### config.mk
export PLATFORM = sky130hd
export DESIGN_NAME = xmlrpc_value_token_parser
export DESIGN_NICKNAME = d
export VERILOG_FILES = /design/src/rtl/xvtp_pkg.sv /design/src/rtl/xvtp_in_reg.sv /design/src/rtl/xvtp_grammar.sv /design/src/rtl/xvtp_out_reg.sv /design/src/rtl/xmlrpc_value_token_parser.sv
export SDC_FILE = /design/constraint.sdc
export NUM_CORES = 1
export LEC_CHECK = 0
export ABC_AREA = 0
export BUFFER_PORTS_ARGS = -buffer_cell sky130_fd_sc_hd__buf_2
export CORE_MARGIN = 2
export CORE_UTILIZATION = 30
export DETAILED_ROUTE_END_ITERATION = 16
export PLACE_DENSITY = 0.46
export SKIP_LAST_GASP = 1
export SLEW_MARGIN = 20
export SYNTH_ARGS = -nofsm -noshare
export SYNTH_HDL_FRONTEND = slang
export SYNTH_SLANG_ARGS = --single-unit
### constraint.sdc
create_clock -name clk -period 7.1 [get_ports clk]
set_clock_uncertainty 0.2 [all_clocks]
set_input_delay 1.42 -clock clk [delete_from_list [all_inputs] [get_ports clk]]
set_output_delay 1.42 -clock clk [all_outputs]
set_load 0.02 [all_outputs]
### src/rtl/xvtp_pkg.sv
// shared types and codes for the xml-rpc value token parser
package xvtp_pkg;

  localparam int TEXT_REF_BITS = 16;

  typedef logic [TEXT_REF_BITS-1:0] text_ref_t;
  typedef logic [2:0] kind_t;
  typedef logic [3:0] tag_t;

  // node kinds
  localparam kind_t K_START   = 3'd0;
  localparam kind_t K_END     = 3'd1;
  localparam kind_t K_CHARS   = 3'd2;
  localparam kind_t K_OTHER   = 3'd3;
  localparam kind_t K_RESTART = 3'd4;

  // tag codes
  localparam tag_t T_VALUE  = 4'd0;
  localparam tag_t T_STRUCT = 4'd1;
  localparam tag_t T_ARRAY  = 4'd2;
  localparam tag_t T_MEMBER = 4'd3;
  localparam tag_t T_NAME   = 4'd4;
  localparam tag_t T_DATA   = 4'd5;
  localparam tag_t T_PARAM  = 4'd6;
  localparam tag_t T_FAULT  = 4'd7;

  typedef enum logic [3:0] {
    A_NONE    = 4'd0,
    A_BEGIN   = 4'd1,
    A_SET     = 4'd2,
    A_EMPTY   = 4'd3,
    A_MEMBER  = 4'd4,
    A_ELEM    = 4'd5,
    A_LEAVE   = 4'd6,
    A_SIBLING = 4'd7,
    A_DONE    = 4'd8,
    A_ERROR   = 4'd9
  } action_t;

  typedef enum logic [15:0] {
    S_PARAM  = 16'h0001,
    S_VBEGIN = 16'h0002,
    S_VEND   = 16'h0004,
    S_SBEGIN = 16'h0008,
    S_SEND   = 16'h0010,
    S_MBEGIN = 16'h0020,
    S_NBEGIN = 16'h0040,
    S_NAME   = 16'h0080,
    S_NEND   = 16'h0100,
    S_CBEGIN = 16'h0200,
    S_SCALAR = 16'h0400,
    S_CEND   = 16'h0800,
    S_ABEGIN = 16'h1000,
    S_DBEGIN = 16'h2000,
    S_DEND   = 16'h4000,
    S_AEND   = 16'h8000
  } state_t;

  typedef struct packed {
    kind_t     node_kind;
    tag_t      tag_code;
    text_ref_t text_ref;
  } token_t;

  typedef struct packed {
    action_t   action;
    text_ref_t value_ref;
    logic      value_present;
    tag_t      type_code;
  } result_t;

endpackage

### src/rtl/xvtp_in_reg.sv
// input register holding one token word
module xvtp_in_reg (
  input  logic            clk,
  input  logic            rst_n,
  input  logic            in_valid,
  output logic            in_ready,
  input  xvtp_pkg::token_t in_tok,
  input  logic            take,
  output logic            tok_valid,
  output xvtp_pkg::token_t tok
);
  import xvtp_pkg::*;

  logic   valid_r;
  token_t tok_r;

  // refill in the same cycle the held word moves on
  assign in_ready  = !valid_r || take;
  assign tok_valid = valid_r;
  assign tok       = tok_r;

  always_ff @(posedge clk) begin
    if (!rst_n) begin
      valid_r <= 1'b0;
    end else if (in_ready) begin
      valid_r <= in_valid;
    end
  end

  always_ff @(posedge clk) begin
    if (in_valid && in_ready) begin
      tok_r <= in_tok;
    end
  end

endmodule

### src/rtl/xvtp_grammar.sv
// grammar state and per-token transition logic
module xvtp_grammar (
  input  logic             clk,
  input  logic             rst_n,
  input  logic             step,
  input  xvtp_pkg::token_t tok,
  output xvtp_pkg::result_t res
);
  import xvtp_pkg::*;

  state_t    state_r, state_nxt;
  text_ref_t pend_text_r, pend_text_nxt;
  logic      pend_valid_r, pend_valid_nxt;
  tag_t      last_type_r, last_type_nxt;
  logic      err_r, err_nxt;

  kind_t     kind;
  tag_t      tag;
  logic      st, en, ch, rs;
  action_t   act;
  text_ref_t vref;
  logic      vpres;
  tag_t      tcode;

  always_comb begin
    // unused kind codes act as other node
    kind = (tok.node_kind > K_RESTART) ? K_OTHER : tok.node_kind;
    tag  = tok.tag_code;
    st   = (kind == K_START);
    en   = (kind == K_END);
    ch   = (kind == K_CHARS);
    rs   = (kind == K_RESTART);
  end

  always_comb begin
    act            = A_NONE;
    state_nxt      = state_r;
    vref           = '0;
    vpres          = 1'b0;
    tcode          = '0;
    pend_text_nxt  = pend_text_r;
    pend_valid_nxt = pend_valid_r;
    last_type_nxt  = last_type_r;
    err_nxt        = err_r;

    if (rs) begin
      err_nxt   = 1'b0;
      state_nxt = S_PARAM;
      act       = A_BEGIN;
    end else if (!err_r) begin
      unique case (state_r)
        S_PARAM, S_NEND: begin
          if (st) begin
            if (tag == T_VALUE) state_nxt = S_VBEGIN;
            else act = A_ERROR;
          end else if (en) begin
            act = A_ERROR;
          end
        end
        S_VBEGIN: begin
          if (st) begin
            if (tag == T_STRUCT) state_nxt = S_SBEGIN;
            else if (tag == T_ARRAY) state_nxt = S_ABEGIN;
            else if (tag[3]) state_nxt = S_CBEGIN;
            else act = A_ERROR;
            if (act != A_ERROR) begin
              pend_valid_nxt = 1'b0;
              pend_text_nxt  = '0;
              last_type_nxt  = tag;
            end
          end else if (ch) begin
            pend_text_nxt  = tok.text_ref;
            pend_valid_nxt = 1'b1;
          end else if (en && tag == T_VALUE) begin
            // untyped value: bare text or empty
            act            = A_SET;
            vref           = pend_valid_r ? pend_text_r : '0;
            vpres          = pend_valid_r;
            pend_text_nxt  = '0;
            pend_valid_nxt = 1'b0;
            state_nxt      = S_VEND;
          end else begin
            act = A_ERROR;
          end
        end
        S_VEND: begin
          if (en) begin
            if (tag == T_MEMBER) begin
              act       = A_LEAVE;
              state_nxt = S_SBEGIN;
            end else if (tag == T_DATA) begin
              act       = A_LEAVE;
              state_nxt = S_DEND;
            end else if (tag == T_PARAM || tag == T_FAULT) begin
              act = A_DONE;
            end else begin
              act = A_ERROR;
            end
          end else if (st) begin
            if (tag == T_VALUE) begin
              act       = A_SIBLING;
              tcode     = last_type_r;
              state_nxt = S_VBEGIN;
            end else begin
              act = A_ERROR;
            end
          end
        end
        S_SBEGIN: begin
          if (st) begin
            if (tag == T_MEMBER) state_nxt = S_MBEGIN;
            else act = A_ERROR;
          end else if (en) begin
            if (tag == T_STRUCT) state_nxt = S_SEND;
            else act = A_ERROR;
          end
        end
        S_SEND, S_CEND, S_AEND: begin
          if (en) begin
            if (tag == T_VALUE) state_nxt = S_VEND;
            else act = A_ERROR;
          end else if (st) begin
            act = A_ERROR;
          end
        end
        S_MBEGIN: begin
          if (st) begin
            if (tag == T_NAME) state_nxt = S_NBEGIN;
            else act = A_ERROR;
          end else if (en) begin
            act = A_ERROR;
          end
        end
        S_NBEGIN: begin
          if (ch) begin
            act       = A_MEMBER;
            vref      = tok.text_ref;
            vpres     = 1'b1;
            state_nxt = S_NAME;
          end else begin
            act = A_ERROR;
          end
        end
        S_NAME: begin
          if (en) begin
            if (tag == T_NAME) state_nxt = S_NEND;
            else act = A_ERROR;
          end else if (st) begin
            act = A_ERROR;
          end
        end
        S_CBEGIN: begin
          if (ch) begin
            act       = A_SET;
            vref      = tok.text_ref;
            vpres     = 1'b1;
            state_nxt = S_SCALAR;
          end else if (en && tag == last_type_r) begin
            act       = A_EMPTY;
            state_nxt = S_CEND;
          end else begin
            act = A_ERROR;
          end
        end
        S_SCALAR: begin
          if (en) begin
            if (tag == last_type_r) state_nxt = S_CEND;
            else act = A_ERROR;
          end else if (st) begin
            act = A_ERROR;
          end
        end
        S_ABEGIN: begin
          if (st) begin
            if (tag == T_DATA) state_nxt = S_DBEGIN;
            else act = A_ERROR;
          end else if (en) begin
            act = A_ERROR;
          end
        end
        S_DBEGIN: begin
          if (st) begin
            if (tag == T_VALUE) begin
              act       = A_ELEM;
              state_nxt = S_VBEGIN;
            end else begin
              act = A_ERROR;
            end
          end else if (en) begin
            if (tag == T_DATA) state_nxt = S_DEND;
            else act = A_ERROR;
          end
        end
        S_DEND: begin
          if (en) begin
            if (tag == T_ARRAY) state_nxt = S_AEND;
            else act = A_ERROR;
          end else if (st) begin
            act = A_ERROR;
          end
        end
        default: begin
          state_nxt = S_PARAM;
        end
      endcase

      // grammar violation: hold state, drop payload, go sticky
      if (act == A_ERROR) begin
        err_nxt        = 1'b1;
        state_nxt      = state_r;
        vref           = '0;
        vpres          = 1'b0;
        tcode          = '0;
        pend_text_nxt  = pend_text_r;
        pend_valid_nxt = pend_valid_r;
        last_type_nxt  = last_type_r;
      end
    end
  end

  assign res.action        = act;
  assign res.value_ref     = vref;
  assign res.value_present = vpres;
  assign res.type_code     = tcode;

  always_ff @(posedge clk) begin
    if (!rst_n) begin
      state_r      <= S_PARAM;
      pend_text_r  <= '0;
      pend_valid_r <= 1'b0;
      last_type_r  <= '0;
      err_r        <= 1'b0;
    end else if (step) begin
      state_r      <= state_nxt;
      pend_text_r  <= pend_text_nxt;
      pend_valid_r <= pend_valid_nxt;
      last_type_r  <= last_type_nxt;
      err_r        <= err_nxt;
    end
  end

endmodule

### src/rtl/xvtp_out_reg.sv
// result register toward the downstream channel
module xvtp_out_reg (
  input  logic              clk,
  input  logic              rst_n,
  input  logic              load,
  input  xvtp_pkg::result_t res,
  output logic              room,
  output logic              out_valid,
  input  logic              out_ready,
  output xvtp_pkg::result_t out_res
);
  import xvtp_pkg::*;

  logic    valid_r;
  result_t res_r;

  assign room      = !valid_r || out_ready;
  assign out_valid = valid_r;
  assign out_res   = res_r;

  always_ff @(posedge clk) begin
    if (!rst_n) begin
      valid_r <= 1'b0;
    end else if (room) begin
      valid_r <= load;
    end
  end

  always_ff @(posedge clk) begin
    if (load) begin
      res_r <= res;
    end
  end

endmodule

### src/rtl/xmlrpc_value_token_parser.sv
// top level: xml-rpc value token parser, one action word per token word
// path: input reg holds the token word, then the result reg holds its action word
// throughput: one token word per cycle while the result reg has room, set by the single
// grammar transition step between the input register and the result register
// reset: synchronous active-low rst_n empties both registers, returns the
// grammar to expect-param-value and clears pending text, last type and error
module xmlrpc_value_token_parser (
  input  logic                 clk,
  input  logic                 rst_n,
  input  logic                 in_valid,
  output logic                 in_ready,
  input  logic [2:0]           in_node_kind,
  input  logic [3:0]           in_tag_code,
  input  xvtp_pkg::text_ref_t  in_text_ref,
  output logic                 out_valid,
  input  logic                 out_ready,
  output logic [3:0]           out_action,
  output xvtp_pkg::text_ref_t  out_value_ref,
  output logic                 out_value_present,
  output logic [3:0]           out_type_code
);
  import xvtp_pkg::*;

  token_t  in_tok, tok;
  logic    tok_valid, room, advance;
  result_t res, out_res;

  assign in_tok.node_kind = in_node_kind;
  assign in_tok.tag_code  = in_tag_code;
  assign in_tok.text_ref  = in_text_ref;

  // a held word moves into the result register when there is room
  assign advance = tok_valid && room;

  xvtp_in_reg u_in (
    .clk       (clk),
    .rst_n     (rst_n),
    .in_valid  (in_valid),
    .in_ready  (in_ready),
    .in_tok    (in_tok),
    .take      (advance),
    .tok_valid (tok_valid),
    .tok       (tok)
  );

  xvtp_grammar u_gram (
    .clk   (clk),
    .rst_n (rst_n),
    .step  (advance),
    .tok   (tok),
    .res   (res)
  );

  xvtp_out_reg u_out (
    .clk       (clk),
    .rst_n     (rst_n),
    .load      (advance),
    .res       (res),
    .room      (room),
    .out_valid (out_valid),
    .out_ready (out_ready),
    .out_res   (out_res)
  );

  assign out_action        = out_res.action;
  assign out_value_ref     = out_res.value_ref;
  assign out_value_present = out_res.value_present;
  assign out_type_code     = out_res.type_code;

endmodule
# Yosys cells after proc, flatten, opt, wreduce, memory -nomap -nowiden

Index checks and enable logic that the tools add are counted.

Bitwise gates (word level): 6
Eq/ne operators: 53
$add $sub $neg: 0
$lt $le $gt $ge: 1
Multipliers: 0
Reductions and logical operators: 21
Muxes and demuxes: 103
Shift-type cells: 0
Divide/modulo/power cells: 0

Operators by type and width:

| kind                 | number |
|---|---|
| $mux 16              | 44 |
| $pmux 16 s13         | 1 |
| $mux 4               | 41 |
| $pmux 4 s13          | 1 |
| $ne 3x1->1 const B   | 13 |
| $pmux 16 s2          | 1 |
| $reduce_and 24->1    | 1 |
| $ne 4x1->1 const B   | 5 |
| $eq 16x1->1 const B  | 1 |
| $eq 16x10->1 const B | 1 |
| $eq 16x11->1 const B | 1 |
| $eq 16x12->1 const B | 1 |
| $eq 16x13->1 const B | 1 |
| $eq 16x14->1 const B | 1 |
| $eq 16x15->1 const B | 1 |
| $eq 16x16->1 const B | 1 |
| $eq 16x2->1 const B  | 1 |
| $eq 16x3->1 const B  | 1 |
| $eq 16x4->1 const B  | 1 |
| $eq 16x5->1 const B  | 1 |
| $eq 16x6->1 const B  | 1 |
| $eq 16x7->1 const B  | 1 |
| $eq 16x8->1 const B  | 1 |
| $eq 16x9->1 const B  | 1 |
| 28 further kinds     | 61 |

Memories kept: 0
Memory bits (writable): 0
Flip-flop bits (word level): 88
Word-level logic and storage cells: 199
Latch bits: 0
Bits in read-only memories: 0
Output and inout port bits: 27

# Logic depth before layout (Yosys ltp)

Depth in word-level cells: 15
Gate-level depth with buffers: 11
Mapped depth without buffers: 8

# Modules after synthesis

A second synthesis with hierarchy kept.

Cells, all modules: 508
Area, all modules: 4,850.9 um^2

Modules (own cells, without submodules):

| module                    | cells an instance | area an instance (um^2) | sequential area each (um^2) | instances |
|---|---|---|---|---|
| xvtp_grammar              | 450               | 3,296.9                 | 760.7                       | 1 |
| xvtp_out_reg              | 29                | 799.5                   | 770.7                       | 1 |
| xvtp_in_reg               | 28                | 748.2                   | 710.7                       | 1 |
| xmlrpc_value_token_parser | 1                 | 6.3                     | 0.0                         | 1 |

# Least setup slack after synthesis

OpenSTA, ideal clock, no wires.

Path kind: input port to output port
From: input port out_ready
To: output port in_ready
Setup slack: 3.708 ns
Required time: 5.480 ns
Cell stages on the path: 2
Path buffers: 0
Data arrival time: 1.772 ns
Cell sequence: nor2b_1 nand2_1

Cells in the longest elaborated chain, start to end: 3

RTL lines:

| item              | RTL line                        | source |
|---|---|---|
| start, declared   | xmlrpc_value_token_parser.sv:16 | `input logic out_ready,` |
| $logic_or 1x1->1  | xvtp_out_reg.sv:17              | `assign room = !valid_r \|\| out_ready;` |
| $logic_and 1x1->1 | xmlrpc_value_token_parser.sv:33 | `assign advance = tok_valid && room;` |
| $logic_or 1x1->1  | xvtp_in_reg.sv:18               | `assign in_ready = !valid_r \|\| take;` |
| end, declared     | xmlrpc_value_token_parser.sv:11 | `output logic in_ready,` |

Every way passes these cells.

# Final worst setup path

Same ends and word-level chain as after synthesis.

==> results.cfg <==
[route]
drc = 0
dr.first_iter.drc_count = 251
ant_nets = 0
drt-wirelength-per-cell_um = 19.0
avgViaCountPerCell = 5.52
vias = 3759
wl_mm = 12.9
first_pass_iters = 5

[sta]
fin_crit_sh_pct = 50.6
hold_viol = 0
fmax_ghz = 0.278
timing.final.crit_period_ps = 3590
slew_headroom_pct = 30.1
setup_tns_ps = 0
setup_violations = 0
rsz0062_at_grt = no
worst_slew_pin_slew_ps = 1050
fin_hold_ws_ps = 256
slew_viol_final = 0

[die]
io_pins = 54
design.die.area_um2 = 16500
chipWidth_um = 128
initial_utilization_pct = 30.7
die_height_um = 128
coreArea_um2 = 15100
row_count = 45

[synth]
synth_simple_gate_area_share_pct = 26.4
syn_area_per_cell_um2 = 10.3
synth_most_common_cell = edfxtp_1
synthCells = 450
synth_area_um2 = 4640
synth_common_cells = edfxtp_1, nor2_1, dfxtp_1, nand2_1, a21oi_1
ys_ff_latch = 88
yosys-top-cells-area = edfxtp_1, dfxtp_1, nor2_1, a21oi_1, nand2_1
synthXorXnorAreaFrac_pct = 1.32
synth_compound_area_share_pct = 18.9
ys.flop_type = edfxtp_1
synth_edf_count = 48
yosysUniqueCellTypes = 82
yosysTopAreaCell = edfxtp_1
synth_sequential_area_ratio_pct = 48.3
synth-async-reset-ratio_pct = 0
netlist.area_leader.share_pct = 31.0
synth_top_family_by_area = simple AND/OR/NAND/NOR gates
yosysWarnings = 0
synth_fa_ha_area_share_pct = 0.216
muxShareOfSynthArea_pct = 1.10
syn_nets = 477

[worst_setup_path]
crit_required_ps = 5480
worstSetupEndpointType = primary output
crit_fanout = 4
max_stage_delay_ps = 200
worstSetupPathType = input port to primary output
slowest_stage = nor2b_1
cp-start-kind = input port
crit_chain = buf_2 -> nor2b_1 -> nand2_1 -> buf_2
arrival_ps = 1970
cpMostUsedCell = buf_2

[pwr]
ir_worst_vdd_mv = 0.0968
p_total_mw = 1.16
p_leak_nw = 1.77
combPwrFrac_pct = 5.9
clkPwrFrac_pct = 45.1
p_int_mw = 0.885
power_density_nw_per_um2 = 217
net-switching-power_mw = 0.272
seqPwrFrac_pct = 49.0
swShare_pct = 23.5

[clock_tree]
clkSinkCount = 88
cts_hold_buf = 0
cts_setup_buffers = 0
cts_tree = built
clock_latency_ps = 340
htree_levels = 3
cts_resized = 0
clk_pin_slew_worst_paths_ps = 60
cts_buffer_depth = 2
cts_made_buffers = 9
cts_root_buffer = clkbuf_16

[grt]
antenna_found_initial = 0
grt_pass1_wl_mm = 20.2
grt_start_max_net_pins = 28
grtUsageTotal_pct = 16.1
grt_pass1_vias = 3575
overflow = 0

[placed_design]
io_buffers = 53
place_hpwl_mm = 9.01
post_dp_cell_area_um2 = 5020
gp_congestion = 0.885

[final_layout]
utilization_pct = 35.3
fin_area_um2 = 5340
nets = 515
n_antenna_cell = 0
final_layout_size_suffix_gt1_share_pct = 22.3
area_growth_pct = 15.1

[run]
drv_cap = 0

[outcome]
status = completed

[worst_hold_path]
min_path_type = register to register
[layer usage]
metal / global-route usage, % / wire length (um)
met5: 0 / 0
met4: 5.11 / 246
met3: 3.83 / 606
met2: 25.1 / 5960
met1: 22.2 / 6110
[layout make-up]
class	count	area, um2
Clock buffer	10	229
Clock inverter	6	91.3
Fill cell	1524	9800
Inverter	6	22.5
Multi-Input combinational cell	329	2250
Sequential cell	88	2240
Tap cell	188	235
Timing Repair Buffer	54	273
[worst max-delay path: cells and delay by family]
kind,cells,cell delay (ps)
simple gates,2,290
buf+inv,2,260
[power by group through the flow]
stage | Clock, mW | Combinational (mW) | Sequential (mW)
final | 0.522 | 0.0682 | 0.567
after CTS | 0.536 | 0.0688 | 0.567
after global placement | 0 | 0.0683 | 0.578
after floorplan | 0 | 0.0455 | 0.574
after global routing | 0.561 | 0.0740 | 0.569
after detailed placement | 0 | 0.0686 | 0.578
[state kept, by name, summed over array words and instances (netlist names)]
name                 count
u_out.out_res           25
u_gram.last_type_r       4
u_gram.state_r          16
u_out.out_valid          1
u_gram.pend_valid_r      1
u_in.tok                23
u_gram.pend_text_r      16
u_in.tok_valid           1
u_gram.err_r             1
[cells by family (layout without fill, tap and decap cells)]
group | Yosys count | after routing
compound gates | 115 | 115
xor+xnor | 7 | 7
fa+ha+maj | 1 | 1
buf+inv | 33 | 76
flops | 88 | 88
mux | 5 | 5
simple gates | 201 | 201
[layout by cell type (no fill, tap or decap), types with 5 or more instances in the layout]
cell	netlist	routed
and2_1	9	8
nor4b_1	16	16
nor2_1	47	47
xor2_1	6	6
a22oi_1	18	18
nor3_1	7	5
o21ai_0	9	9
inv_1	5	5
o2bb2ai_1	5	5
nand2_1	40	40
nand3_1	22	22
dfxtp_1	40	40
a21oi_1	33	33
clkbuf_16	0	9
edfxtp_1	48	48
nand4_1	12	12
buf_2	8	53
[worst paths after layout]
| check | cells after the start | slack (ps) | from | end |
|---|---|---|---|---|
| worst max register to register | 8 | 3540 | u_gram.state_r[8] | u_gram.state_r[11] |
| worst min-delay path | 2 | 260 | u_gram.pend_text_r[6] | u_gram.pend_text_r[6] |
| worst max-delay path | 4 | 3510 | out_ready | in_ready |
| worst min register to register | 2 | 260 | u_gram.pend_text_r[6] | u_gram.pend_text_r[6] |
[through the flow]
stage | instances | worst slack (ps)
after detailed placement | 665 | 3510
after floorplan | 450 | 3710
final | 681 | 3510
after global routing | 681 | 3280
after global placement | 665 | 3530
after CTS | 681 | 3510
Power figures use the tool's default switching activity.
